## src/design/irpu_pkg.sv

```systemverilog
// Shared types and constants for the interrupt request priority unit.
`timescale 1ns / 1ps

package irpu_pkg;

    localparam int NUM_VECTORS = 256;
    localparam int VEC_W       = 8;
    localparam int WORD_W      = 64;
    localparam int BIT_W       = 6;
    localparam int NUM_WORDS   = 4;
    localparam int WIDX_W      = 2;
    localparam int DATA_W      = 8;
    localparam int REG_IDX_W   = 1;

    localparam logic [VEC_W-1:0] CLASS_MASK = 8'hf0;

    typedef enum logic [1:0] {
        CMD_RAISE = 2'd0,
        CMD_CLEAR = 2'd1,
        CMD_ACK   = 2'd2,
        CMD_EOI   = 2'd3
    } cmd_code_t;

    localparam logic [REG_IDX_W-1:0] REG_TASK_PRIORITY   = 1'b0;
    localparam logic [REG_IDX_W-1:0] REG_SPURIOUS_VECTOR = 1'b1;

    // Controller to datapath commands.
    typedef struct packed {
        logic load;
        logic write;
        logic scan;
        logic commit;
    } irpu_ctl_t;

    // Datapath to controller status.
    typedef struct packed {
        logic scan_hit;
        logic scan_last;
    } irpu_sts_t;

endpackage

```

## src/design/irpu_dp.sv

```systemverilog
// Datapath: request bitmap, word scanner, priority and configuration registers.
`timescale 1ns / 1ps

module irpu_dp (
    input  logic                              clk,
    input  logic                              rst_n,
    input  irpu_pkg::irpu_ctl_t               ctl,
    output irpu_pkg::irpu_sts_t               sts,
    input  logic [1:0]                        cmd,
    input  logic [irpu_pkg::VEC_W-1:0]        vector,
    input  logic                              cfg_we,
    input  logic [irpu_pkg::REG_IDX_W-1:0]    cfg_index,
    input  logic [irpu_pkg::DATA_W-1:0]       cfg_wdata,
    output logic                              pending,
    output logic [irpu_pkg::VEC_W-1:0]        highest_pending,
    output logic [irpu_pkg::VEC_W-1:0]        ack_vector,
    output logic [irpu_pkg::VEC_W-1:0]        processor_priority
);

    logic [irpu_pkg::NUM_WORDS*irpu_pkg::WORD_W-1:0] req_bits_reg;
    logic [1:0]                        cmd_reg;
    logic [irpu_pkg::VEC_W-1:0]        vector_reg;
    logic [irpu_pkg::VEC_W-1:0]        in_service_reg;
    logic [irpu_pkg::VEC_W-1:0]        highest_reg;
    logic                              waiting_reg;
    logic [irpu_pkg::VEC_W-1:0]        priority_reg;
    logic [irpu_pkg::VEC_W-1:0]        ack_vector_reg;
    logic [irpu_pkg::VEC_W-1:0]        task_priority_reg;
    logic [irpu_pkg::VEC_W-1:0]        spurious_reg;
    logic [irpu_pkg::WIDX_W-1:0]       word_idx_reg;
    logic                              found_reg;
    logic [irpu_pkg::VEC_W-1:0]        found_vec_reg;

    logic [irpu_pkg::WORD_W-1:0]       scan_word;
    logic [irpu_pkg::BIT_W-1:0]        scan_bit;
    logic                              is_ack;
    logic                              wr_en;
    logic [irpu_pkg::VEC_W-1:0]        wr_addr;
    logic                              wr_val;

    // Highest set bit of one request word.
    function automatic logic [irpu_pkg::BIT_W-1:0] top_bit(
        input logic [irpu_pkg::WORD_W-1:0] w
    );
        logic [irpu_pkg::BIT_W-1:0] pos;
        pos = '0;
        for (int i = 0; i < irpu_pkg::WORD_W; i++) begin
            if (w[i]) begin
                pos = irpu_pkg::BIT_W'(i);
            end
        end
        return pos;
    endfunction

    assign scan_word = req_bits_reg[word_idx_reg*irpu_pkg::WORD_W +: irpu_pkg::WORD_W];
    assign scan_bit  = top_bit(scan_word);
    assign is_ack    = (cmd_reg == irpu_pkg::CMD_ACK);

    assign sts.scan_hit  = (scan_word != '0);
    assign sts.scan_last = (word_idx_reg == '0);

    // Single write port into the bitmap: command update or grant clear.
    always_comb
    begin
        wr_en   = 1'b0;
        wr_addr = vector_reg;
        wr_val  = 1'b0;
        if (ctl.write) begin
            wr_en = 1'b1;
            case (cmd_reg)
                irpu_pkg::CMD_RAISE: wr_val = 1'b1;
                irpu_pkg::CMD_CLEAR: wr_val = 1'b0;
                irpu_pkg::CMD_EOI:   wr_addr = in_service_reg;
                default:             wr_en = 1'b0;
            endcase
        end else if (ctl.commit && is_ack && found_reg) begin
            wr_en   = 1'b1;
            wr_addr = found_vec_reg;
        end
    end

    always_ff @(posedge clk or negedge rst_n)
    begin
        if (!rst_n) begin
            req_bits_reg      <= '0;
            in_service_reg    <= '0;
            highest_reg       <= '0;
            waiting_reg       <= 1'b0;
            priority_reg      <= '0;
            ack_vector_reg    <= '0;
            task_priority_reg <= '0;
            spurious_reg      <= 8'hff;
            cmd_reg           <= irpu_pkg::CMD_RAISE;
            vector_reg        <= '0;
            word_idx_reg      <= '0;
            found_reg         <= 1'b0;
            found_vec_reg     <= '0;
        end else begin
            if (cfg_we) begin
                case (cfg_index)
                    irpu_pkg::REG_TASK_PRIORITY:   task_priority_reg <= cfg_wdata;
                    irpu_pkg::REG_SPURIOUS_VECTOR: spurious_reg <= cfg_wdata;
                    default: ;
                endcase
            end

            if (ctl.load) begin
                cmd_reg      <= cmd;
                vector_reg   <= vector;
                word_idx_reg <= irpu_pkg::WIDX_W'(irpu_pkg::NUM_WORDS - 1);
                found_reg    <= 1'b0;
            end

            if (wr_en && ({1'b0, wr_addr} < 9'(irpu_pkg::NUM_VECTORS))) begin
                req_bits_reg[wr_addr] <= wr_val;
            end

            if (ctl.write && (cmd_reg == irpu_pkg::CMD_EOI)) begin
                in_service_reg <= '0;
            end

            if (ctl.scan) begin
                if (sts.scan_hit) begin
                    found_reg     <= 1'b1;
                    found_vec_reg <= {word_idx_reg, scan_bit};
                end else if (!sts.scan_last) begin
                    word_idx_reg <= word_idx_reg - 1'b1;
                end
            end

            if (ctl.commit) begin
                if (is_ack) begin
                    waiting_reg <= 1'b0;
                    if (found_reg) begin
                        in_service_reg <= found_vec_reg;
                        ack_vector_reg <= found_vec_reg;
                        if (task_priority_reg[7:4] >= found_vec_reg[7:4]) begin
                            priority_reg <= task_priority_reg;
                        end else begin
                            priority_reg <= found_vec_reg & irpu_pkg::CLASS_MASK;
                        end
                    end else begin
                        ack_vector_reg <= spurious_reg;
                    end
                end else begin
                    waiting_reg    <= found_reg;
                    ack_vector_reg <= '0;
                    if (found_reg) begin
                        highest_reg <= found_vec_reg;
                    end
                end
            end
        end
    end

    assign pending            = waiting_reg;
    assign highest_pending    = highest_reg;
    assign ack_vector         = ack_vector_reg;
    assign processor_priority = priority_reg;

endmodule

```

## src/design/irpu_ctrl.sv

```systemverilog
// Controller state machine that sequences write, scan and commit steps.
`timescale 1ns / 1ps

module irpu_ctrl (
    input  logic                clk,
    input  logic                rst_n,
    input  logic                start,
    input  logic [1:0]          cmd,
    input  irpu_pkg::irpu_sts_t sts,
    output irpu_pkg::irpu_ctl_t ctl,
    output logic                busy,
    output logic                done
);

    typedef enum logic [1:0] {
        ST_IDLE,
        ST_WRITE,
        ST_SCAN,
        ST_DONE
    } state_t;

    state_t state_reg;
    logic   done_reg;

    always_comb
    begin
        ctl.load   = (state_reg == ST_IDLE) && start;
        ctl.write  = (state_reg == ST_WRITE);
        ctl.scan   = (state_reg == ST_SCAN);
        ctl.commit = (state_reg == ST_DONE);
    end

    always_ff @(posedge clk or negedge rst_n)
    begin
        if (!rst_n) begin
            state_reg <= ST_IDLE;
            done_reg  <= 1'b0;
        end else begin
            done_reg <= 1'b0;
            case (state_reg)
                ST_IDLE:
                begin
                    if (start) begin
                        // Acknowledge scans first and clears the granted bit last.
                        state_reg <= (cmd == irpu_pkg::CMD_ACK) ? ST_SCAN : ST_WRITE;
                    end
                end
                ST_WRITE:
                begin
                    state_reg <= ST_SCAN;
                end
                ST_SCAN:
                begin
                    if (sts.scan_hit || sts.scan_last) begin
                        state_reg <= ST_DONE;
                    end
                end
                ST_DONE:
                begin
                    state_reg <= ST_IDLE;
                    done_reg  <= 1'b1;
                end
                default:
                begin
                    state_reg <= ST_IDLE;
                end
            endcase
        end
    end

    assign busy = (state_reg != ST_IDLE);
    assign done = done_reg;

    a_start_busy: assert property (@(posedge clk) disable iff (!rst_n)
        start && !busy |=> busy)
        else $error("accepted request did not make the unit busy");

    a_done_pulse: assert property (@(posedge clk) disable iff (!rst_n)
        done |=> !done)
        else $error("result strobe lasted more than one cycle");

    a_done_idle: assert property (@(posedge clk) disable iff (!rst_n)
        done |-> !busy && $past(ctl.commit))
        else $error("result strobe without a preceding commit");

endmodule

```

## src/design/interrupt_request_priority_unit_top.sv

```systemverilog
// Top level of the interrupt request priority unit.
`timescale 1ns / 1ps

// The unit keeps a 256-entry interrupt request bitmap and applies one command
// per request: raise, clear, acknowledge or end-of-interrupt. A request is
// taken when start is high and busy is low. A raise, clear or end-of-interrupt
// request first updates the bitmap, then scans the four 64-bit request words
// from the top down (the scan stops at the first nonzero word), then commits,
// and the registered result follows. An acknowledge request skips the update
// step and clears the granted bit at its commit. The result fields are valid
// for exactly one cycle while done is high; the receiver cannot stall them,
// and they are held only until the next request commits. A new request may
// be issued in the same cycle that done is high. Configuration writes through
// cfg_we, cfg_index and cfg_wdata should be made while the unit is idle; that
// they take effect on later requests only is up to the user, as the unit does
// not enforce it.
module interrupt_request_priority_unit_top (
    input  logic                              clk,
    input  logic                              rst_n,
    input  logic                              start,
    output logic                              busy,
    input  logic [1:0]                        cmd,
    input  logic [irpu_pkg::VEC_W-1:0]        vector,
    input  logic                              cfg_we,
    input  logic [irpu_pkg::REG_IDX_W-1:0]    cfg_index,
    input  logic [irpu_pkg::DATA_W-1:0]       cfg_wdata,
    output logic                              done,
    output logic                              pending,
    output logic [irpu_pkg::VEC_W-1:0]        highest_pending,
    output logic [irpu_pkg::VEC_W-1:0]        ack_vector,
    output logic [irpu_pkg::VEC_W-1:0]        processor_priority
);

    irpu_pkg::irpu_ctl_t ctl;
    irpu_pkg::irpu_sts_t sts;

    // The controller sequences each request; it sees the command code only to
    // pick the order of the bitmap update and the scan.
    irpu_ctrl u_ctrl (
        .clk   (clk),
        .rst_n (rst_n),
        .start (start),
        .cmd   (cmd),
        .sts   (sts),
        .ctl   (ctl),
        .busy  (busy),
        .done  (done)
    );

    // The datapath holds all architectural state and drives the result fields.
    irpu_dp u_dp (
        .clk                (clk),
        .rst_n              (rst_n),
        .ctl                (ctl),
        .sts                (sts),
        .cmd                (cmd),
        .vector             (vector),
        .cfg_we             (cfg_we),
        .cfg_index          (cfg_index),
        .cfg_wdata          (cfg_wdata),
        .pending            (pending),
        .highest_pending    (highest_pending),
        .ack_vector         (ack_vector),
        .processor_priority (processor_priority)
    );

endmodule

```

## config.mk

```make
export PLATFORM = sky130hd
export DESIGN_NAME = interrupt_request_priority_unit_top
export DESIGN_NICKNAME = d
export VERILOG_FILES = /design/src/design/irpu_pkg.sv /design/src/design/irpu_dp.sv /design/src/design/irpu_ctrl.sv /design/src/design/interrupt_request_priority_unit_top.sv
export SDC_FILE = /design/constraint.sdc
export NUM_CORES = 1
export LEC_CHECK = 0
export BUFFER_PORTS_ARGS = -buffer_cell sky130_fd_sc_hd__clkbuf_2
export CAP_MARGIN = 20
export CORE_MARGIN = 2
export CORE_UTILIZATION = 25
export CTS_CLUSTER_DIAMETER = 30
export DETAILED_ROUTE_END_ITERATION = 16
export PLACE_DENSITY = 0.39
export SLEW_MARGIN = 10
export SYNTH_ARGS = -nofsm -noshare
export SYNTH_HDL_FRONTEND = slang
export SYNTH_HIERARCHICAL = 1
export SYNTH_SLANG_ARGS = --single-unit
```

## constraint.sdc

```tcl
create_clock -name clk -period 3.4 [get_ports clk]
set_input_delay 0.68 -clock clk [delete_from_list [all_inputs] [get_ports clk]]
set_output_delay 0.68 -clock clk [all_outputs]
set_load 0.03 [all_outputs]
```

==> impl_metrics.py, run 1 <==
metrics = {
    "clock_tree": {
        "clock_sinks": 329,
        "post-cts-setup-buffer-count": 0,
        "path_clk_slew_ps": 50,
        "clock-root-buffer": "clkbuf_16",
        "clkLatencyLatePin_ps": 630,
        "tritoncts": "done",
        "cts_buffers": 97,
        "clockBufferDepth": 3,
        "htreeDepth": 3,
    },
    "die": {
        "initial_core_util_pct": 25.4,
        "die-area_um2": 67700,
        "num_io_pins": 50,
        "fp-row-count": 93,
        "core_area_um2": 64700,
        "die-width_um": 260,
        "die_h_um": 260,
    },
    "sta": {
        "tns_ps": 0,
        "max_freq_ghz": 0.304,
        "fin_skew_ps": 17.8,
        "rsz0062_at_grt": "no",
        "hold_viol_final": 0,
        "fin_crit_sh_pct": 96.8,
        "finalMaxSlewViolations": 0,
        "tightest_slew_ps": 790,
        "relSlewSlack_pct": 47.1,
        "period_needed_ps": 3290,
        "setup_viol": 0,
    },
    "pwr": {
        "comb_power_share_pct": 28.7,
        "p_sw_mw": 6.87,
        "switching_share_pct": 34.7,
        "power_frac_seq_pct": 24.8,
        "peakVddDrop_uv": 483,
        "p_leak_nw": 9.42,
        "clkPwrFrac_pct": 46.6,
        "powerDensity_nw_per_um2": 923,
        "intPower_mw": 13.0,
    },
    "place": {
        "place_congestion": 0.787,
        "dp_hpwl_um": 34800,
        "io_buffers": 49,
        "dp_cells": 2299,
    },
    "logic_synthesis": {
        "synth.area.top_cells": "dfrtp_1 (49%), mux4_2 (8.8%), o31ai_1 (8.3%)",
        "yosysUniqueCellTypes": 65,
        "synth_top_area_share_pct": 48.9,
        "netlist_area_um2": 16400,
        "yosys_warnings": 6,
        "netlist_top_cells_count": "dfrtp_1 (321), o21ai_0 (199), o31ai_1 (181)",
        "synthCells": 1436,
        "async_reset_ff_share_pct": 100,
        "synth_edf_count": 0,
        "syn_area_per_cell_um2": 11.4,
        "ys_ff_latch": 329,
        "synth_largest_area_cell": "dfrtp_1",
        "synth_nets": 1468,
        "ys.flop_type": "dfrtp_1",
        "seq_area_frac_synth_pct": 50.2,
        "synth.most_common_cell": "dfrtp_1",
    },
    "finish": {
        "drive_gt1_share_pct": 32.7,
        "diodes": 0,
        "area_delta_synth_final_pct": 30.9,
        "ff_latch_area_um2": 8250,
        "n_fill_cell": 6543,
        "layoutNonFillerInstCount": 2480,
        "multi_input_area_um2": 7550,
        "final_nets": 1576,
        "largest_register_ffs": 256,
    },
    "worst_setup_path": {
        "critPathRequiredTime_ps": 3870,
        "critPathKind": "reg2reg",
        "cp_max_fo": 27,
        "critPathCaptureType": "flip-flop",
        "arrival_ps": 3760,
        "start_kind": "flip-flop",
    },
    "global_route": {
        "grt_pass1_vias": 12600,
        "grt_pass1_wl_um": 82100,
        "gr-usage-all-layers_pct": 16.1,
        "grt_max_degree": 85,
        "antenna_found_initial": 0,
        "grt.overflow.total": 0,
    },
    "worst_hold_path": {
        "hold_path.class": "in2async",
    },
    "route": {
        "viasPerCell": 4.90,
        "routed_wirelength_um": 53700,
        "wl_met2_um": 24700,
        "met3_length_um": 2710,
        "vias": 12200,
        "dr.pass1.iters": 5,
        "drt_iter0_markers": 821,
        "top_layer": "met4",
        "wl_met1_um": 25300,
        "final_antenna_net_count": 0,
        "drc": 0,
        "wl_per_cell_um": 21.7,
    },
    "outcome": {
        "status": "completed",
    },
    "flow_run": {
        "cap_violations": 0,
    },
}
==> power groups by stage <==
stage	Sequential (mW)	Combinational (mW)	Clock [mW]
floorplan	4.94	3.53	0
global placement	4.98	5.68	0
detailed placement	4.98	5.70	0
CTS	4.93	5.73	9.40
global route	4.98	6.18	9.63
finish	4.92	5.68	9.23
==> final timing paths <==
path	startpoint	end	slack (ps)	depth (start not counted)
setup / recovery	u_dp/word_idx_reg[0]	u_dp/found_vec_reg[0]	110	10
hold / removal	rst_n	u_dp/processor_priority[1]	20	1
setup reg to reg	u_dp/word_idx_reg[0]	u_dp/found_vec_reg[0]	110	10
hold reg to reg	u_dp/in_service_reg[6]	u_dp/in_service_reg[6]	470	2
max in group asynchronous	rst_n	u_dp/req_bits_reg[26]	2450	2
min in group clk	vector[5]	u_dp/vector_reg[5]	300	2
==> metrics by stage <==
step	util [%]	setup slack, ps	instance area, µm²	total power [mW]	hold slack, ps
after floorplan	-	554	16400	8.46	384
after detailed placement	27.9	109	18000	10.7	470
after global routing	33.2	10.4	21500	20.8	67.8
after CTS	33.2	82.3	21500	20.1	36.8
after global placement	27.9	115	18000	10.7	466
final	33.2	110	21500	19.8	22.5
==> logic make-up (layout without fill, tap and decap cells) <==
group,count (synthesis),after routing,synth area share (%)
AO/OA/AOI/OAI,444,444,17.2
flip-flops,329,329,50.2
AND/OR/NAND/NOR,291,291,9.39
multiplexers,210,210,18.6
buffers and inverters,153,342,3.98
adder cells (fa/ha/maj),9,9,0.686
==> worst max-delay path: stages (launching register included) <==
cell and delay (ps):
dfrtp_4 490, buf_12 250, mux4_2 590, nor4_1 330
buf_4 170, nand4_1 230, nor4_4 350, nor2b_1 180
buf_4 220, o311ai_0 140, o22ai_1 120
==> layer usage <==
layer / up-vias / global-route usage [%]
li1: 5610 / -
met1: 6152 / 22.2
met2: 315 / 25.3
met3: 79 / 3.38
met4: 0 / 5.24
met5: - / 0
==> final cells by class <==
cell class              instances  area share (%)
clock buffers                 136            13.3
clock inverters                44            2.63
inverters                      25           0.437
multi-input cells             954            35.2
flip-flops and latches        329            38.4
well taps                     855            4.98
repair buffers                137            5.14
==> layout by cell type, fill, tap and decap left out, types with 8 or more instances in the layout <==
master      count
nor2b_1        18
o2bb2ai_1       8
dfstp_2         8
bufinv_16       9
o31ai_1       181
nand2b_1       13
buf_12         15
nor2_1         50
clkbuf_8       28
dfrtp_1       319
buf_4          73
mux2_2        114
and2_1          9
nor3_1          8
clkinv_2       17
clkbuf_2       48
nand2_1       141
clkbuf_16      97
nor4_4          9
clkinvlp_4      9
mux2i_1        31
mux4_2         64
inv_1          23
clkbuf_1       11
ha_1            9
a21oi_1        16
o21ai_0       199
==> what timing repair did <==
item	4_1_cts	5_1_grt
resized for setup	0	3
hold buffers	0	0
hold endpoints to repair	0	0
setup endpoints to repair	0	1
(Power assumes the default switching activity.)
==> run 2, diff against run 1 <==
CORE_UTILIZATION = 55   (was 25)
PLACE_DENSITY = 0.72   (was 0.39)
==> impl_metrics.py, run 2 (same netlist as run 1, synthesis figures left out) <==
metrics = {
    "outcome": {
        "status": "completed",
    },
    "finish": {
        "fin_area_um2": 19800,
        "drive_gt1_share_pct": 29.7,
        "layout_commonest_cell": "dfrtp_1",
        "diodes": 0,
        "final_core_util_pct": 67.1,
        "final_nets": 1533,
        "n_fill_cell": 2119,
        "largest_register_ffs": 256,
        "mostFrequentLayoutCells": "dfrtp_1 (319), o21ai_0 (199), o31ai_1 (181)",
        "area_delta_synth_final_pct": 20.5,
    },
    "sta": {
        "tightest_slew_ps": 1100,
        "fin_crit_sh_pct": 95.2,
        "finalMaxSlewViolations": 0,
        "period_needed_ps": 3240,
        "relSlewSlack_pct": 26.7,
        "rsz0062_at_grt": "no",
        "hold_viol_final": 0,
        "max_freq_ghz": 0.309,
        "setup_viol": 0,
        "fin_skew_ps": 30.5,
    },
    "flow_run": {
        "cap_violations": 0,
    },
    "place": {
        "dpl_cell_area_um2": 17300,
        "io_buffers": 49,
        "place_congestion": 0.900,
        "dp_hpwl_um": 27300,
    },
    "clock_tree": {
        "hold_buffers": 0,
        "htreeDepth": 3,
        "clockBufferDepth": 3,
        "clock-root-buffer": "clkbuf_16",
        "clkLatencyLatePin_ps": 560,
        "path_clk_slew_ps": 50,
        "cts_buffers": 72,
        "clock_sinks": 329,
        "tritoncts": "done",
    },
    "route": {
        "viasPerCell": 6.32,
        "drt_iter0_markers": 1429,
        "final_antenna_net_count": 0,
        "vias": 12300,
        "dr.pass1.iters": 7,
        "drc": 0,
        "routed_wirelength_um": 43700,
        "wl_per_cell_um": 22.5,
    },
    "worst_setup_path": {
        "critPathCaptureType": "flip-flop",
        "r2r_slack_ps": 160,
        "cp_max_fo": 18,
        "start_kind": "flip-flop",
        "arrival_ps": 3610,
        "r2r_end": "u_dp/found_vec_reg[0]",
        "critPathRequiredTime_ps": 3770,
        "critPathKind": "reg2reg",
        "r2r.worst_path.cells": 8,
        "r2r-start": "u_dp/word_idx_reg[0]",
    },
    "die": {
        "die_h_um": 177,
        "core_area_um2": 29500,
        "initial_core_util_pct": 55.7,
        "fp-row-count": 63,
        "num_io_pins": 50,
        "die-width_um": 177,
        "die-area_um2": 31200,
    },
    "global_route": {
        "antenna_found_initial": 0,
        "grt_pass1_vias": 12400,
        "gr-usage-all-layers_pct": 28.9,
        "grt_pass1_wl_um": 70000,
        "grt_max_degree": 177,
        "grt.overflow.total": 0,
    },
    "pwr": {
        "p_leak_nw": 8.85,
        "p_sw_mw": 6.05,
        "comb_power_share_pct": 31.0,
        "peakVddDrop_uv": 534,
        "intPower_mw": 11.2,
        "powerDensity_nw_per_um2": 873,
        "switching_share_pct": 35.0,
        "power_frac_seq_pct": 28.2,
        "clkPwrFrac_pct": 40.8,
    },
    "worst_hold_path": {
        "hold_path.class": "in2async",
    },
}
[run 2: routing by layer]
metal  vias to the layer above  track usage [%]  routed length [µm]
li1                       5526                -                   -
met1                      6190             40.0               18400
met2                       506             45.1               20500
met3                        88             6.72                3480
met4                         0             10.4                1340
met5                         -                0                   0
[run 2: worst max path at each step]
| stage | startpoint | to | depth (start not counted) |
|---|---|---|---|
| global placement | u_dp/word_idx_reg[0] | u_dp/found_vec_reg[0] | 9 |
| CTS | u_dp/word_idx_reg[0] | u_dp/found_vec_reg[0] | 8 |
| global route | u_ctrl/state_reg[1] | u_dp/req_bits_reg[239] | 8 |
| floorplan | u_dp/word_idx_reg[1] | u_ctrl/state_reg[1] | 11 |
| finish | u_dp/word_idx_reg[0] | u_dp/found_vec_reg[0] | 8 |
| detailed placement | u_dp/word_idx_reg[0] | u_dp/found_vec_reg[0] | 9 |
[run 2: power groups by stage]
| stage | Clock (mW) | Combinational, mW | Sequential [mW] |
|---|---|---|---|
| after floorplan | 0 | 3.53 | 4.94 |
| after global placement | 0 | 5.16 | 4.88 |
| after detailed placement | 0 | 5.24 | 4.90 |
| after CTS | 7.12 | 5.31 | 4.86 |
| after global routing | 7.35 | 5.74 | 4.92 |
| final | 7.05 | 5.36 | 4.87 |
[run 2: critical path, cell delays in order, from the launching register on]
cell and delay, ps:
dfrtp_4 490, buf_12 210, mux4_2 580, nor4_2 460
nand4_2 240, nor4_4 440, nor2b_1 320, o311ai_0 180
o22ai_1 110
[run 2: what timing repair did]
item	in CTS	in global routing
resized for setup	1	1
setup buffers	0	0
endpoints found under the setup margin	1	1
[run 2: through the flow]
step           TNS (ps)  setup slack [ps]  std cells  hold WS, ps  power, mW
2_1_floorplan         0               554       1436          384       8.46
3_3_place_gp      -14.5             -14.5       1817          462       10.0
3_5_place_dp          0              49.0       1817          469       10.1
4_1_cts               0               158       1947          199       17.3
5_1_grt               0              12.2       1947          193       18.0
6_report              0               163       1947          135       17.3
[run 2: area by class of cell]
class                      count  area [µm²]  share of cell area [%]
multi-input combinational    954        7540                    38.1
clock buffer                 102        2110                    10.7
sequential                   329        8250                    41.7
timing repair buffer         119         918                    4.64
clock inverter                28         383                    1.94
inverter                      25        93.8                   0.474
tap                          390         488                    2.47
